## config.mk

```make
export PLATFORM = sky130hd
export DESIGN_NAME = rs485_frame_receiver
export DESIGN_NICKNAME = d
export VERILOG_FILES = /design/src/rtl/rfr_pkg.sv /design/src/rtl/rfr_parser.sv /design/src/rtl/rfr_out_reg.sv /design/src/rtl/rs485_frame_receiver.sv
export SDC_FILE = /design/constraint.sdc
export NUM_CORES = 1
export LEC_CHECK = 0
export BUFFER_PORTS_ARGS = -buffer_cell sky130_fd_sc_hd__buf_2
export CAP_MARGIN = 20
export CORE_ASPECT_RATIO = 0.6
export CORE_MARGIN = 10
export CORE_UTILIZATION = 55
export CTS_CLUSTER_SIZE = 40
export DETAILED_ROUTE_END_ITERATION = 12
export PLACE_DENSITY = 0.84
export SLEW_MARGIN = 20
export SYNTH_ARGS = -nofsm -noshare
export SYNTH_HDL_FRONTEND = slang
export SYNTH_HIERARCHICAL = 1
export SYNTH_SLANG_ARGS = --single-unit
```

## constraint.sdc

```tcl
create_clock -name clk -period 6.7 [get_ports clk]
set_clock_uncertainty 0.2 [all_clocks]
set_input_delay 0 -clock clk [delete_from_list [all_inputs] [get_ports clk]]
set_output_delay 0 -clock clk [all_outputs]
set_load 0.03 [all_outputs]
```

## src/rtl/rfr_pkg.sv

```systemverilog
// ----------------------------------------------------------------------------
// RS-485 frame receiver package
// Shared types and codes for the frame receiver: parser phases, result kinds,
// register indexes and the result record.
// ----------------------------------------------------------------------------
package rfr_pkg;

  localparam int unsigned HDR_LEN = 7;

  typedef logic [1:0] kind_t;
  localparam kind_t KIND_DATA = 2'd0;
  localparam kind_t KIND_GOOD = 2'd1;
  localparam kind_t KIND_BAD  = 2'd2;

  typedef logic cfg_idx_t;
  localparam cfg_idx_t CFG_SYNC_FIRST  = 1'b0;
  localparam cfg_idx_t CFG_SYNC_SECOND = 1'b1;

  typedef enum logic [2:0] {
    PH_HUNT     = 3'd0,
    PH_SYNC2    = 3'd1,
    PH_HEADER   = 3'd2,
    PH_PAYLOAD  = 3'd3,
    PH_CHECK_HI = 3'd4,
    PH_CHECK_LO = 3'd5
  } phase_t;

  typedef struct packed {
    kind_t       kind;
    logic [7:0]  payload_byte;
    logic [15:0] addr_word_a;
    logic [15:0] addr_word_b;
    logic [7:0]  control_code;
    logic [7:0]  function_code;
    logic [7:0]  payload_length;
  } result_t;

endpackage

```

## src/rtl/rfr_parser.sv

```systemverilog
// ----------------------------------------------------------------------------
// Frame parser
// Holds the frame state (phase, header bytes, byte count and running sum) and
// turns each received byte combinationally into at most one result.
// ----------------------------------------------------------------------------
module rfr_parser
  import rfr_pkg::*;
(
  input  logic       clk,
  input  logic       rst_n,
  input  logic       fire,
  input  logic [7:0] rx_byte,
  input  logic [7:0] sync_first,
  input  logic [7:0] sync_second,
  output logic       res_valid,
  output result_t    res
);

  phase_t      phase_r, phase_nxt;
  logic [15:0] sum_r, sum_nxt;
  logic [7:0]  count_r, count_nxt;
  logic [7:0]  hdr_r [HDR_LEN];
  logic        hdr_we;
  logic [15:0] sum_add;
  logic [7:0]  count_inc;

  assign sum_add   = sum_r + {8'd0, rx_byte};
  assign count_inc = count_r + 8'd1;

  always_comb begin
    phase_nxt = phase_r;
    sum_nxt   = sum_r;
    count_nxt = count_r;
    hdr_we    = 1'b0;
    unique case (phase_r)
      PH_HUNT: begin
        if (rx_byte == sync_first) begin
          sum_nxt   = sum_add;
          phase_nxt = PH_SYNC2;
        end
      end
      PH_SYNC2: begin
        if (rx_byte == sync_second) begin
          sum_nxt   = sum_add;
          phase_nxt = PH_HEADER;
          count_nxt = 8'd0;
        end else begin
          sum_nxt   = 16'd0;
          phase_nxt = PH_HUNT;
        end
      end
      PH_HEADER: begin
        hdr_we  = 1'b1;
        sum_nxt = sum_add;
        if (count_inc >= 8'(HDR_LEN)) begin
          count_nxt = 8'd0;
          phase_nxt = (rx_byte == 8'd0) ? PH_CHECK_HI : PH_PAYLOAD;
        end else begin
          count_nxt = count_inc;
        end
      end
      PH_PAYLOAD: begin
        sum_nxt   = sum_add;
        count_nxt = count_inc;
        if (count_inc == hdr_r[HDR_LEN-1]) begin
          phase_nxt = PH_CHECK_HI;
        end
      end
      PH_CHECK_HI: begin
        if (rx_byte == sum_r[15:8]) begin
          phase_nxt = PH_CHECK_LO;
        end else begin
          sum_nxt   = 16'd0;
          phase_nxt = PH_HUNT;
        end
      end
      PH_CHECK_LO: begin
        sum_nxt   = 16'd0;
        phase_nxt = PH_HUNT;
      end
      default: begin
        sum_nxt   = 16'd0;
        phase_nxt = PH_HUNT;
      end
    endcase
  end

  always_comb begin
    res_valid          = 1'b0;
    res.kind           = KIND_DATA;
    res.payload_byte   = 8'd0;
    res.addr_word_a    = {hdr_r[0], hdr_r[1]};
    res.addr_word_b    = {hdr_r[2], hdr_r[3]};
    res.control_code   = hdr_r[4];
    res.function_code  = hdr_r[5];
    res.payload_length = hdr_r[6];
    unique case (phase_r)
      PH_PAYLOAD: begin
        res_valid        = 1'b1;
        res.kind         = KIND_DATA;
        res.payload_byte = rx_byte;
      end
      PH_CHECK_HI: begin
        res_valid = (rx_byte != sum_r[15:8]);
        res.kind  = KIND_BAD;
      end
      PH_CHECK_LO: begin
        res_valid = 1'b1;
        res.kind  = (rx_byte == sum_r[7:0]) ? KIND_GOOD : KIND_BAD;
      end
      default: begin
        res_valid = 1'b0;
      end
    endcase
  end

  always_ff @(posedge clk) begin
    if (!rst_n) begin
      phase_r <= PH_HUNT;
      sum_r   <= 16'd0;
      count_r <= 8'd0;
    end else if (fire) begin
      phase_r <= phase_nxt;
      sum_r   <= sum_nxt;
      count_r <= count_nxt;
    end
  end

  always_ff @(posedge clk) begin
    for (int i = 0; i < HDR_LEN; i++) begin
      if (fire && hdr_we && (count_r[2:0] == 3'(i))) begin
        hdr_r[i] <= rx_byte;
      end
    end
  end

endmodule

```

## src/rtl/rfr_out_reg.sv

```systemverilog
// ----------------------------------------------------------------------------
// Result register
// Holds one result transaction until the receiver takes it, and reports when
// a new result can be loaded in the same cycle.
// ----------------------------------------------------------------------------
module rfr_out_reg
  import rfr_pkg::*;
(
  input  logic    clk,
  input  logic    rst_n,
  input  logic    load_valid,
  input  result_t load_data,
  input  logic    out_stall,
  output logic    out_valid,
  output result_t out_data,
  output logic    ready
);

  logic    valid_r, valid_nxt;
  result_t data_r;

  assign ready     = !valid_r || !out_stall;
  assign valid_nxt = ready ? load_valid : valid_r;

  always_ff @(posedge clk) begin
    if (!rst_n) begin
      valid_r <= 1'b0;
    end else begin
      valid_r <= valid_nxt;
    end
  end

  always_ff @(posedge clk) begin
    if (ready && load_valid) begin
      data_r <= load_data;
    end
  end

  assign out_valid = valid_r;
  assign out_data  = data_r;

endmodule

```

## src/rtl/rs485_frame_receiver.sv

```systemverilog
// ----------------------------------------------------------------------------
// RS-485 frame receiver
// Hunts for a two-byte sync pattern, stores a seven-byte header, passes the
// payload through and closes each frame with a checksum verdict.
// ----------------------------------------------------------------------------
//  Channel  Direction  Ports
//  in       input      in_valid, in_stall, in_rx_byte
//  out      output     out_valid, out_stall, out_kind .. out_payload_length
//  cfg      input      cfg_we, cfg_index, cfg_data
//
// One byte is taken per cycle unless the result register is full and stalled:
// a byte waits in the input register, and as it leaves, the parser updates its
// state and loads the result register, which drives the output.
// in_stall rises only while the result register is full and stalled.
// Reset is synchronous and leaves the parser hunting for the first sync byte.
// ----------------------------------------------------------------------------
module rs485_frame_receiver
  import rfr_pkg::*;
(
  input  logic        clk,
  input  logic        rst_n,
  input  logic        in_valid,
  output logic        in_stall,
  input  logic [7:0]  in_rx_byte,
  output logic        out_valid,
  input  logic        out_stall,
  output logic [1:0]  out_kind,
  output logic [7:0]  out_payload_byte,
  output logic [15:0] out_addr_word_a,
  output logic [15:0] out_addr_word_b,
  output logic [7:0]  out_control_code,
  output logic [7:0]  out_function_code,
  output logic [7:0]  out_payload_length,
  input  logic        cfg_we,
  input  cfg_idx_t    cfg_index,
  input  logic [7:0]  cfg_data
);

  logic       in_valid_r, in_valid_nxt;
  logic [7:0] in_byte_r;
  logic [7:0] sync_first_r;
  logic [7:0] sync_second_r;
  logic       in_accept;
  logic       proc_fire;
  logic       out_ready;
  logic       res_valid;
  result_t    res;
  result_t    out_data;

  assign in_stall     = in_valid_r && !out_ready;
  assign in_accept    = in_valid && !in_stall;
  assign proc_fire    = in_valid_r && out_ready;
  assign in_valid_nxt = in_accept ? 1'b1 : (proc_fire ? 1'b0 : in_valid_r);

  always_ff @(posedge clk) begin
    if (!rst_n) begin
      in_valid_r <= 1'b0;
    end else begin
      in_valid_r <= in_valid_nxt;
    end
  end

  always_ff @(posedge clk) begin
    if (in_accept) begin
      in_byte_r <= in_rx_byte;
    end
  end

  always_ff @(posedge clk) begin
    if (!rst_n) begin
      sync_first_r  <= 8'hAA;
      sync_second_r <= 8'h55;
    end else if (cfg_we) begin
      unique case (cfg_index)
        CFG_SYNC_FIRST:  sync_first_r  <= cfg_data;
        CFG_SYNC_SECOND: sync_second_r <= cfg_data;
        default: begin
        end
      endcase
    end
  end

  rfr_parser u_parser (
    .clk         (clk),
    .rst_n       (rst_n),
    .fire        (proc_fire),
    .rx_byte     (in_byte_r),
    .sync_first  (sync_first_r),
    .sync_second (sync_second_r),
    .res_valid   (res_valid),
    .res         (res)
  );

  rfr_out_reg u_out_reg (
    .clk        (clk),
    .rst_n      (rst_n),
    .load_valid (proc_fire && res_valid),
    .load_data  (res),
    .out_stall  (out_stall),
    .out_valid  (out_valid),
    .out_data   (out_data),
    .ready      (out_ready)
  );

  assign out_kind           = out_data.kind;
  assign out_payload_byte   = out_data.payload_byte;
  assign out_addr_word_a    = out_data.addr_word_a;
  assign out_addr_word_b    = out_data.addr_word_b;
  assign out_control_code   = out_data.control_code;
  assign out_function_code  = out_data.function_code;
  assign out_payload_length = out_data.payload_length;

`ifndef SYNTHESIS
  a_kind_legal: assert property (@(posedge clk) disable iff (!rst_n)
    out_valid |-> (out_kind == KIND_DATA || out_kind == KIND_GOOD || out_kind == KIND_BAD))
    else $error("result kind out of range");

  a_verdict_no_data: assert property (@(posedge clk) disable iff (!rst_n)
    (out_valid && out_kind != KIND_DATA) |-> (out_payload_byte == 8'd0))
    else $error("verdict carries a payload byte");

  a_stall_cause: assert property (@(posedge clk) disable iff (!rst_n)
    in_stall |-> (out_valid && out_stall))
    else $error("input stalled without a blocked result");

  a_result_loaded: assert property (@(posedge clk) disable iff (!rst_n)
    (proc_fire && res_valid) |=> out_valid)
    else $error("result transaction lost");
`endif

endmodule

```

Word-level counts from Yosys, hierarchy flattened
Memory sizes are Yosys's and may differ from the RTL's. A register that Yosys moved wholly into a read port is not among the register bits.
Cells that the tools add are included.
{"block": "classes", "bitwise_logic": 1, "n_eq_ne": 22, "add_sub_neg": 2, "order_cmp": 1, "n_reduce_logical": 36, "muxes": 52}
{"operator": "8-bit two-way mux", "count": 8}
{"operator": "16-bit case mux with 4 select lines", "count": 1}
{"operator": "16-bit two-way mux", "count": 3}
{"operator": "8-bit OR reduction", "count": 6}
{"operator": "8-bit == test", "count": 5}
{"operator": "3-bit two-way mux", "count": 11}
{"operator": "8-bit case mux with 3 select lines", "count": 1}
{"operator": "1-bit two-way mux", "count": 23}
{"operator": "16-bit by 8-bit adder with 16-bit output", "count": 1}
{"operator": "3-bit == test (second input constant)", "count": 5}
{"operator": "3-bit case mux with 5 select lines", "count": 1}
{"operator": "1-bit logical AND", "count": 13}
{"operator": "3-bit by 2-bit == test with 1-bit output (second input constant)", "count": 4}
{"operator": "8-bit by 1-bit adder with 8-bit output (second input constant)", "count": 1}
{"operator": "8-bit by 3-bit greater-or-equal comparator with 1-bit output (second input constant)", "count": 1}
{"operator": "8-bit zero test", "count": 1}
{"operator": "2-bit by 1-bit inequality test with 1-bit output (second input constant)", "count": 4}
{"operator": "8-bit inequality test", "count": 1}
{"operator": "3-bit by 1-bit == test with 1-bit output (second input constant)", "count": 2}
{"operator": "3-bit zero test", "count": 2}
{"operator": "3-bit AND reduction", "count": 2}
{"operator": "1-bit zero test", "count": 4}
{"operator": "2-bit two-way mux", "count": 2}
{"operator": "2-bit case mux with 2 select lines", "count": 1}
{"operator": "9 further kinds", "count": 11}
{"block": "totals", "ff_bits": 71, "inputBits": 22, "output_inout_bits": 68, "mem_bits_rw": 56, "mem_count": 1, "wordCells": 126}
{"memory": "u_parser.hdr_r", "depth": 7, "word_bits": 8, "rd": 7, "rd_clocked_by_memory_dff": 6, "wr": 1, "line": "rfr_parser.sv:22", "source": "logic [7:0] hdr_r [HDR_LEN];"}

Logic depth before layout (Yosys ltp)
{"block": "depth", "depth_word": 14, "depth_mapped": 9, "mapped_depth_nobuf": 9}

Cells and area by module
The synthesis kept the hierarchy.
{"module": "rfr_parser", "seq_area_each_um2": 2222.1, "area_each_um2": 4206.5, "cells_per_inst": 385, "instances": 1}
{"module": "rfr_out_reg", "seq_area_each_um2": 2001.9, "area_each_um2": 2023.2, "cells_per_inst": 71, "instances": 1}
{"module": "rs485_frame_receiver", "seq_area_each_um2": 580.6, "area_each_um2": 996.0, "cells_per_inst": 87, "instances": 1}

Worst setup path before layout
OpenSTA, ideal clock, no wires.
{"block": "synth_path", "kind": "reg2reg", "from": "register u_parser.phase_r[1]", "to": "register u_out_reg/out_data[0] (netlist name)", "required_time_ns": 6.069, "path_buffers": 2, "synth_period_minus_slack_ns": 3.661, "path_stages_with_launch": 8, "setup_time_ns": 0.431, "arrival_ns": 3.030, "slack_ns": 3.039, "cell_sequence": "dfxtp_1 clkbuf_1 nand2b_1 nor2_1 clkbuf_1 or2_2 and3_1 and2_1"}
{"block": "synth_via", "elab_chain_len": 5, "elab_cells_between_ends": 7, "cone_classes": "eq/ne (3); mux (1); reduce/logical (3)"}
{"element": "start: declaration", "line": "rfr_parser.sv:19", "source": "phase_t phase_r, phase_nxt;"}
{"element": "start signal: assignment", "line": "rfr_parser.sv:123", "source": "phase_r <= phase_nxt;"}
{"element": "3-bit by 2-bit == test with 1-bit output or 3-bit == test (tied branches)", "line": "rfr_parser.sv:97", "source": "unique case (phase_r)"}
{"element": "2-bit OR reduction (no source line)"}
{"element": "1-bit case mux with 2 select lines *", "line": "rfr_parser.sv:97"}
{"element": "via res_valid", "line": "rs485_frame_receiver.sv:46", "source": "logic res_valid;"}
{"element": "1-bit logical AND *", "line": "rs485_frame_receiver.sv:97", "source": ".load_valid (proc_fire && res_valid),"}
{"element": "1-bit logical AND *", "line": "rfr_out_reg.sv:34", "source": "if (ready && load_valid) begin"}
The timed path passes the listed nets; every way through them passes the cells marked *.
A chain may end at the register's enable or synchronous reset.

Worst setup path after layout
{"block": "layout_path", "from": "register u_parser.phase_r[1]", "to": "register u_out_reg/out_data[1] (netlist name)"}
{"block": "layout_via", "elab_chain_len": 5, "elab_cells_between_ends": 7, "cone_classes": "eq/ne (3); mux (1); reduce/logical (3)"}
{"element": "3-bit by 2-bit == test with 1-bit output or 3-bit == test (tied branches)", "line": "rfr_parser.sv:97"}
{"element": "2-bit OR reduction (no source line)"}
{"element": "1-bit case mux with 2 select lines *", "line": "rfr_parser.sv:97"}
{"element": "via res_valid", "line": "rs485_frame_receiver.sv:46"}
{"element": "1-bit logical AND *", "line": "rs485_frame_receiver.sv:97"}
{"element": "1-bit logical AND *", "line": "rfr_out_reg.sv:34"}
Marked as above.

==> metrics <==
Die Wd 168.0 um; Worst path slowest cell nor2_1; synth unique cells 57; final core utilization 0.6755; Post-Synth Adder-Cell Area 0.02701; path depth of the worst reg2reg path 6; crit path launch u_parser/phase_r[1]$_SDFFE_PN0P_; Post-Synth XOR/XNOR Area 0.05212; Power, Total between 2 and 2.5 mW; worst skew pair latency about 0.42 ns; DR vias/cell roughly 5.8; CTS tree done; Final setup viols 0; Reg2Reg Setup Slack approximately 3.3 ns; clk buf depth 2; 1st-iter DRT viols 534; Initial Util 0.5622; crit path max fanout 53; Cell Count, Final, Fillers Out around 850; Final period util 0.5053; Layout area overhead 20.16%; CP Class register to register; CORE AREA around 0.013 mm2; CP top delay family simple AND/OR/NAND/NOR gates; Post-CTS Setup Inserts 0; Die Y ~110 um; status finished, final reports clean; Startpoint Class register; GRT overflow 0; DRC viols 0; first-pass GRT wire length between 20 and 30 mm; overall global routing resource usage 0.1811; most frequent cells in the layout 130 x edfxtp_1, 89 x buf_2, 46 x nand2_1, 45 x dfxtp_1, 34 x dlygate4sd3_1; hold buffer count at cts 34; CTS Buf Count 17; Avg WL per Cell around 19 um; Cells after Synth 543; Worst Hold Class input pin to register; final worst path period need 3.386 ns; pwr/cell area between 200 and 300 mW/mm2; Worst Path Required about 6.6 ns; dpl hpwl 10.76 mm; H-tree levels 4; fraction of registers with async set or reset after synthesis 0; crit path buf inv count 1; Critical Path Max Stage Delay ~0.66 ns; max cap viols 0; Mapped Area about 0.0072 mm2; most common cell after layout, fill and taps aside edfxtp_1; CP arrival about 3.2 ns; TNS Setup 0 ns; Worst path depth 6; Tightest Pin Transition 0.9158 ns; Max Clk Rate 0.2954 GHz; Mean Syn Cell Area 13.31 um2; layout cell share with drive strength beyond 1 0.2074; dpl cells roughly 800; Core Rows 32; pin count of the biggest net entering global routing 54; final antenna-violating net count 0; DIE AREA between 0.015 and 0.02 mm2; Setup crit end kind register; vias in the first global route about 4800; Top FF cell, synth edfxtp_1; CP Capture Point u_out_reg/out_data[1]$_DFFE_PP_; Post-synth EDFFs 130; Leak 3.098 nW; ANT cells 0; mux cell area share after synthesis 0.009870; Rel. slew slack 0.3895; YS warnings 6; Clk pin slew, worst setup/hold paths roughly 0.070 ns; fin nets 700; Final GP Congestion between 0.9 and 1; complex-gate fraction of the synthesized area 0.07931; final wirelength approximately 16 mm; Max VDD drop between 150 and 200 uV; via count just under 5000; unrepaired setup endpoints after global routing false; number of I/O pins 90; combinational family with the most area after synthesis simple AND/OR/NAND/NOR gates; Pre-antenna DRT Iters 5; Slew Viols, Final 0; syn nets 580; Port Buffer Count slightly below 90; sequential-to-total area share from yosys stat 0.6649; simple-gate share of the synthesized area 0.1387; PostCTS Resize Cnt 0; reg-to-reg endpoint u_out_reg/out_data[1]$_DFFE_PP_; reg2reg start u_parser/phase_r[1]$_SDFFE_PN0P_; CP Cell Sequence nand2b_1 > nor2_1 > or2_2 > and3_1 > and2_2 > buf_4; final number of hold-violating endpoints 0; initial antenna violation count 0; clock sink total 175; Seq cells post-synth between 150 and 200; Root Driver clkbuf_16
## sequential cells by signal (all words and copies together), names as in the netlist
name	count
u_out_reg/out_data	66
u_parser/hdr_r	56
u_parser/sum_r	16
in_byte_r	8
sync_first_r	8
sync_second_r	8
u_parser/count_r	8
u_parser/phase_r	3
in_valid_r	1
u_out_reg/out_valid	1
## per-stage QoR
step	hold slack, ns	setup WS, ns	instance area [um2]
global placement	-0.01881	3.608	7754
CTS	0.07610	3.354	8682
global route	0.09339	3.085	8682
detailed placement	-0.02156	3.361	7754
finish	0.09171	3.314	8682
floorplan	-0.1011	3.039	7226
## where the power goes
part / internal, mW / switching, mW / leakage, nW / total [mW]
Combinational: 0.0398 / 0.0427 / 1.28 / 0.0825
Sequential: 1.17 / 0.0267 / 1.53 / 1.20
Clock: 0.531 / 0.440 / 0.287 / 0.971
Total: 1.74 / 0.509 / 3.10 / 2.25
## routing by layer
| metal | part of all wire | up-vias | track usage |
|---|---|---|---|
| met5 | 0 | - | 0 |
| met4 | 0.019 | 0 | 0.07178 |
| met3 | 0.081 | 29 | 0.05246 |
| met2 | 0.47 | 247 | 0.2898 |
| met1 | 0.43 | 2357 | 0.2306 |
| li1 | - | 2245 | - |
## layout make-up
| class | count | area (um2) |
|---|---|---|
| flip-flops and latches | 175 | 4805 |
| inverters | 17 | 63.81 |
| well taps | 170 | 212.7 |
| clock inverters | 14 | 162.7 |
| multi-input cells | 328 | 2220 |
| fillers | 871 | 4170 |
| repair buffers | 124 | 793.3 |
| clock buffers | 17 | 425.4 |
## synthesized netlist by cell type, types with 5 or more instances
cell type / n / area share
a21oi_1: 25 / 0.017
o211ai_1: 6 / 0.0062
clkbuf_1: 6 / 0.0031
buf_4: 5 / 0.0052
a31oi_1: 5 / 0.0043
and3_1: 17 / 0.015
nor2_1: 16 / 0.0083
buf_2: 8 / 0.0055
o22ai_1: 6 / 0.0052
edfxtp_1: 130 / 0.54
nand2b_1: 6 / 0.0052
nand2_1: 46 / 0.024
ha_1: 14 / 0.024
nor4_1: 6 / 0.0052
nand4_1: 9 / 0.0078
xor2_1: 24 / 0.029
nand3_1: 27 / 0.019
nand3b_1: 9 / 0.0093
nor2b_1: 5 / 0.0043
inv_1: 17 / 0.0088
mux2i_1: 6 / 0.0083
dfxtp_1: 45 / 0.12
o21ai_0: 6 / 0.0042
nor3_1: 10 / 0.0069
xnor2_1: 19 / 0.023
and2_1: 12 / 0.010
o21a_1: 7 / 0.0073
## worst register-to-register path, cell delays in order, from the launching register on
cell	delay, ns
dfxtp_1	0.54
nand2b_1	0.20
nor2_1	0.66
or2_2	0.22
and3_1	0.16
and2_2	0.40
buf_4	0.61
## kinds of logic after synthesis
family	count (synthesis)
AO/OA/AOI/OAI	82
XOR/XNOR	43
adder cells (fa/ha/maj)	15
buffers and inverters	40
flip-flops	175
multiplexers	7
AND/OR/NAND/NOR	181
## how the worst min path moves through the flow
stage	cells after the start	slack (ns)	end	start
global route	2	0.09	in_byte_r[2]$_DFFE_PP_	in_rx_byte[2]
CTS	2	0.08	in_byte_r[0]$_DFFE_PP_	in_rx_byte[0]
finish	2	0.09	in_byte_r[7]$_DFFE_PP_	in_rx_byte[7]
floorplan	0	-0.10	in_byte_r[0]$_DFFE_PP_	in_rx_byte[0]
global placement	1	-0.02	in_byte_r[7]$_DFFE_PP_	in_rx_byte[7]
detailed placement	1	-0.02	in_byte_r[7]$_DFFE_PP_	in_rx_byte[7]
Note: power is estimated with default switching activity, not from simulation.
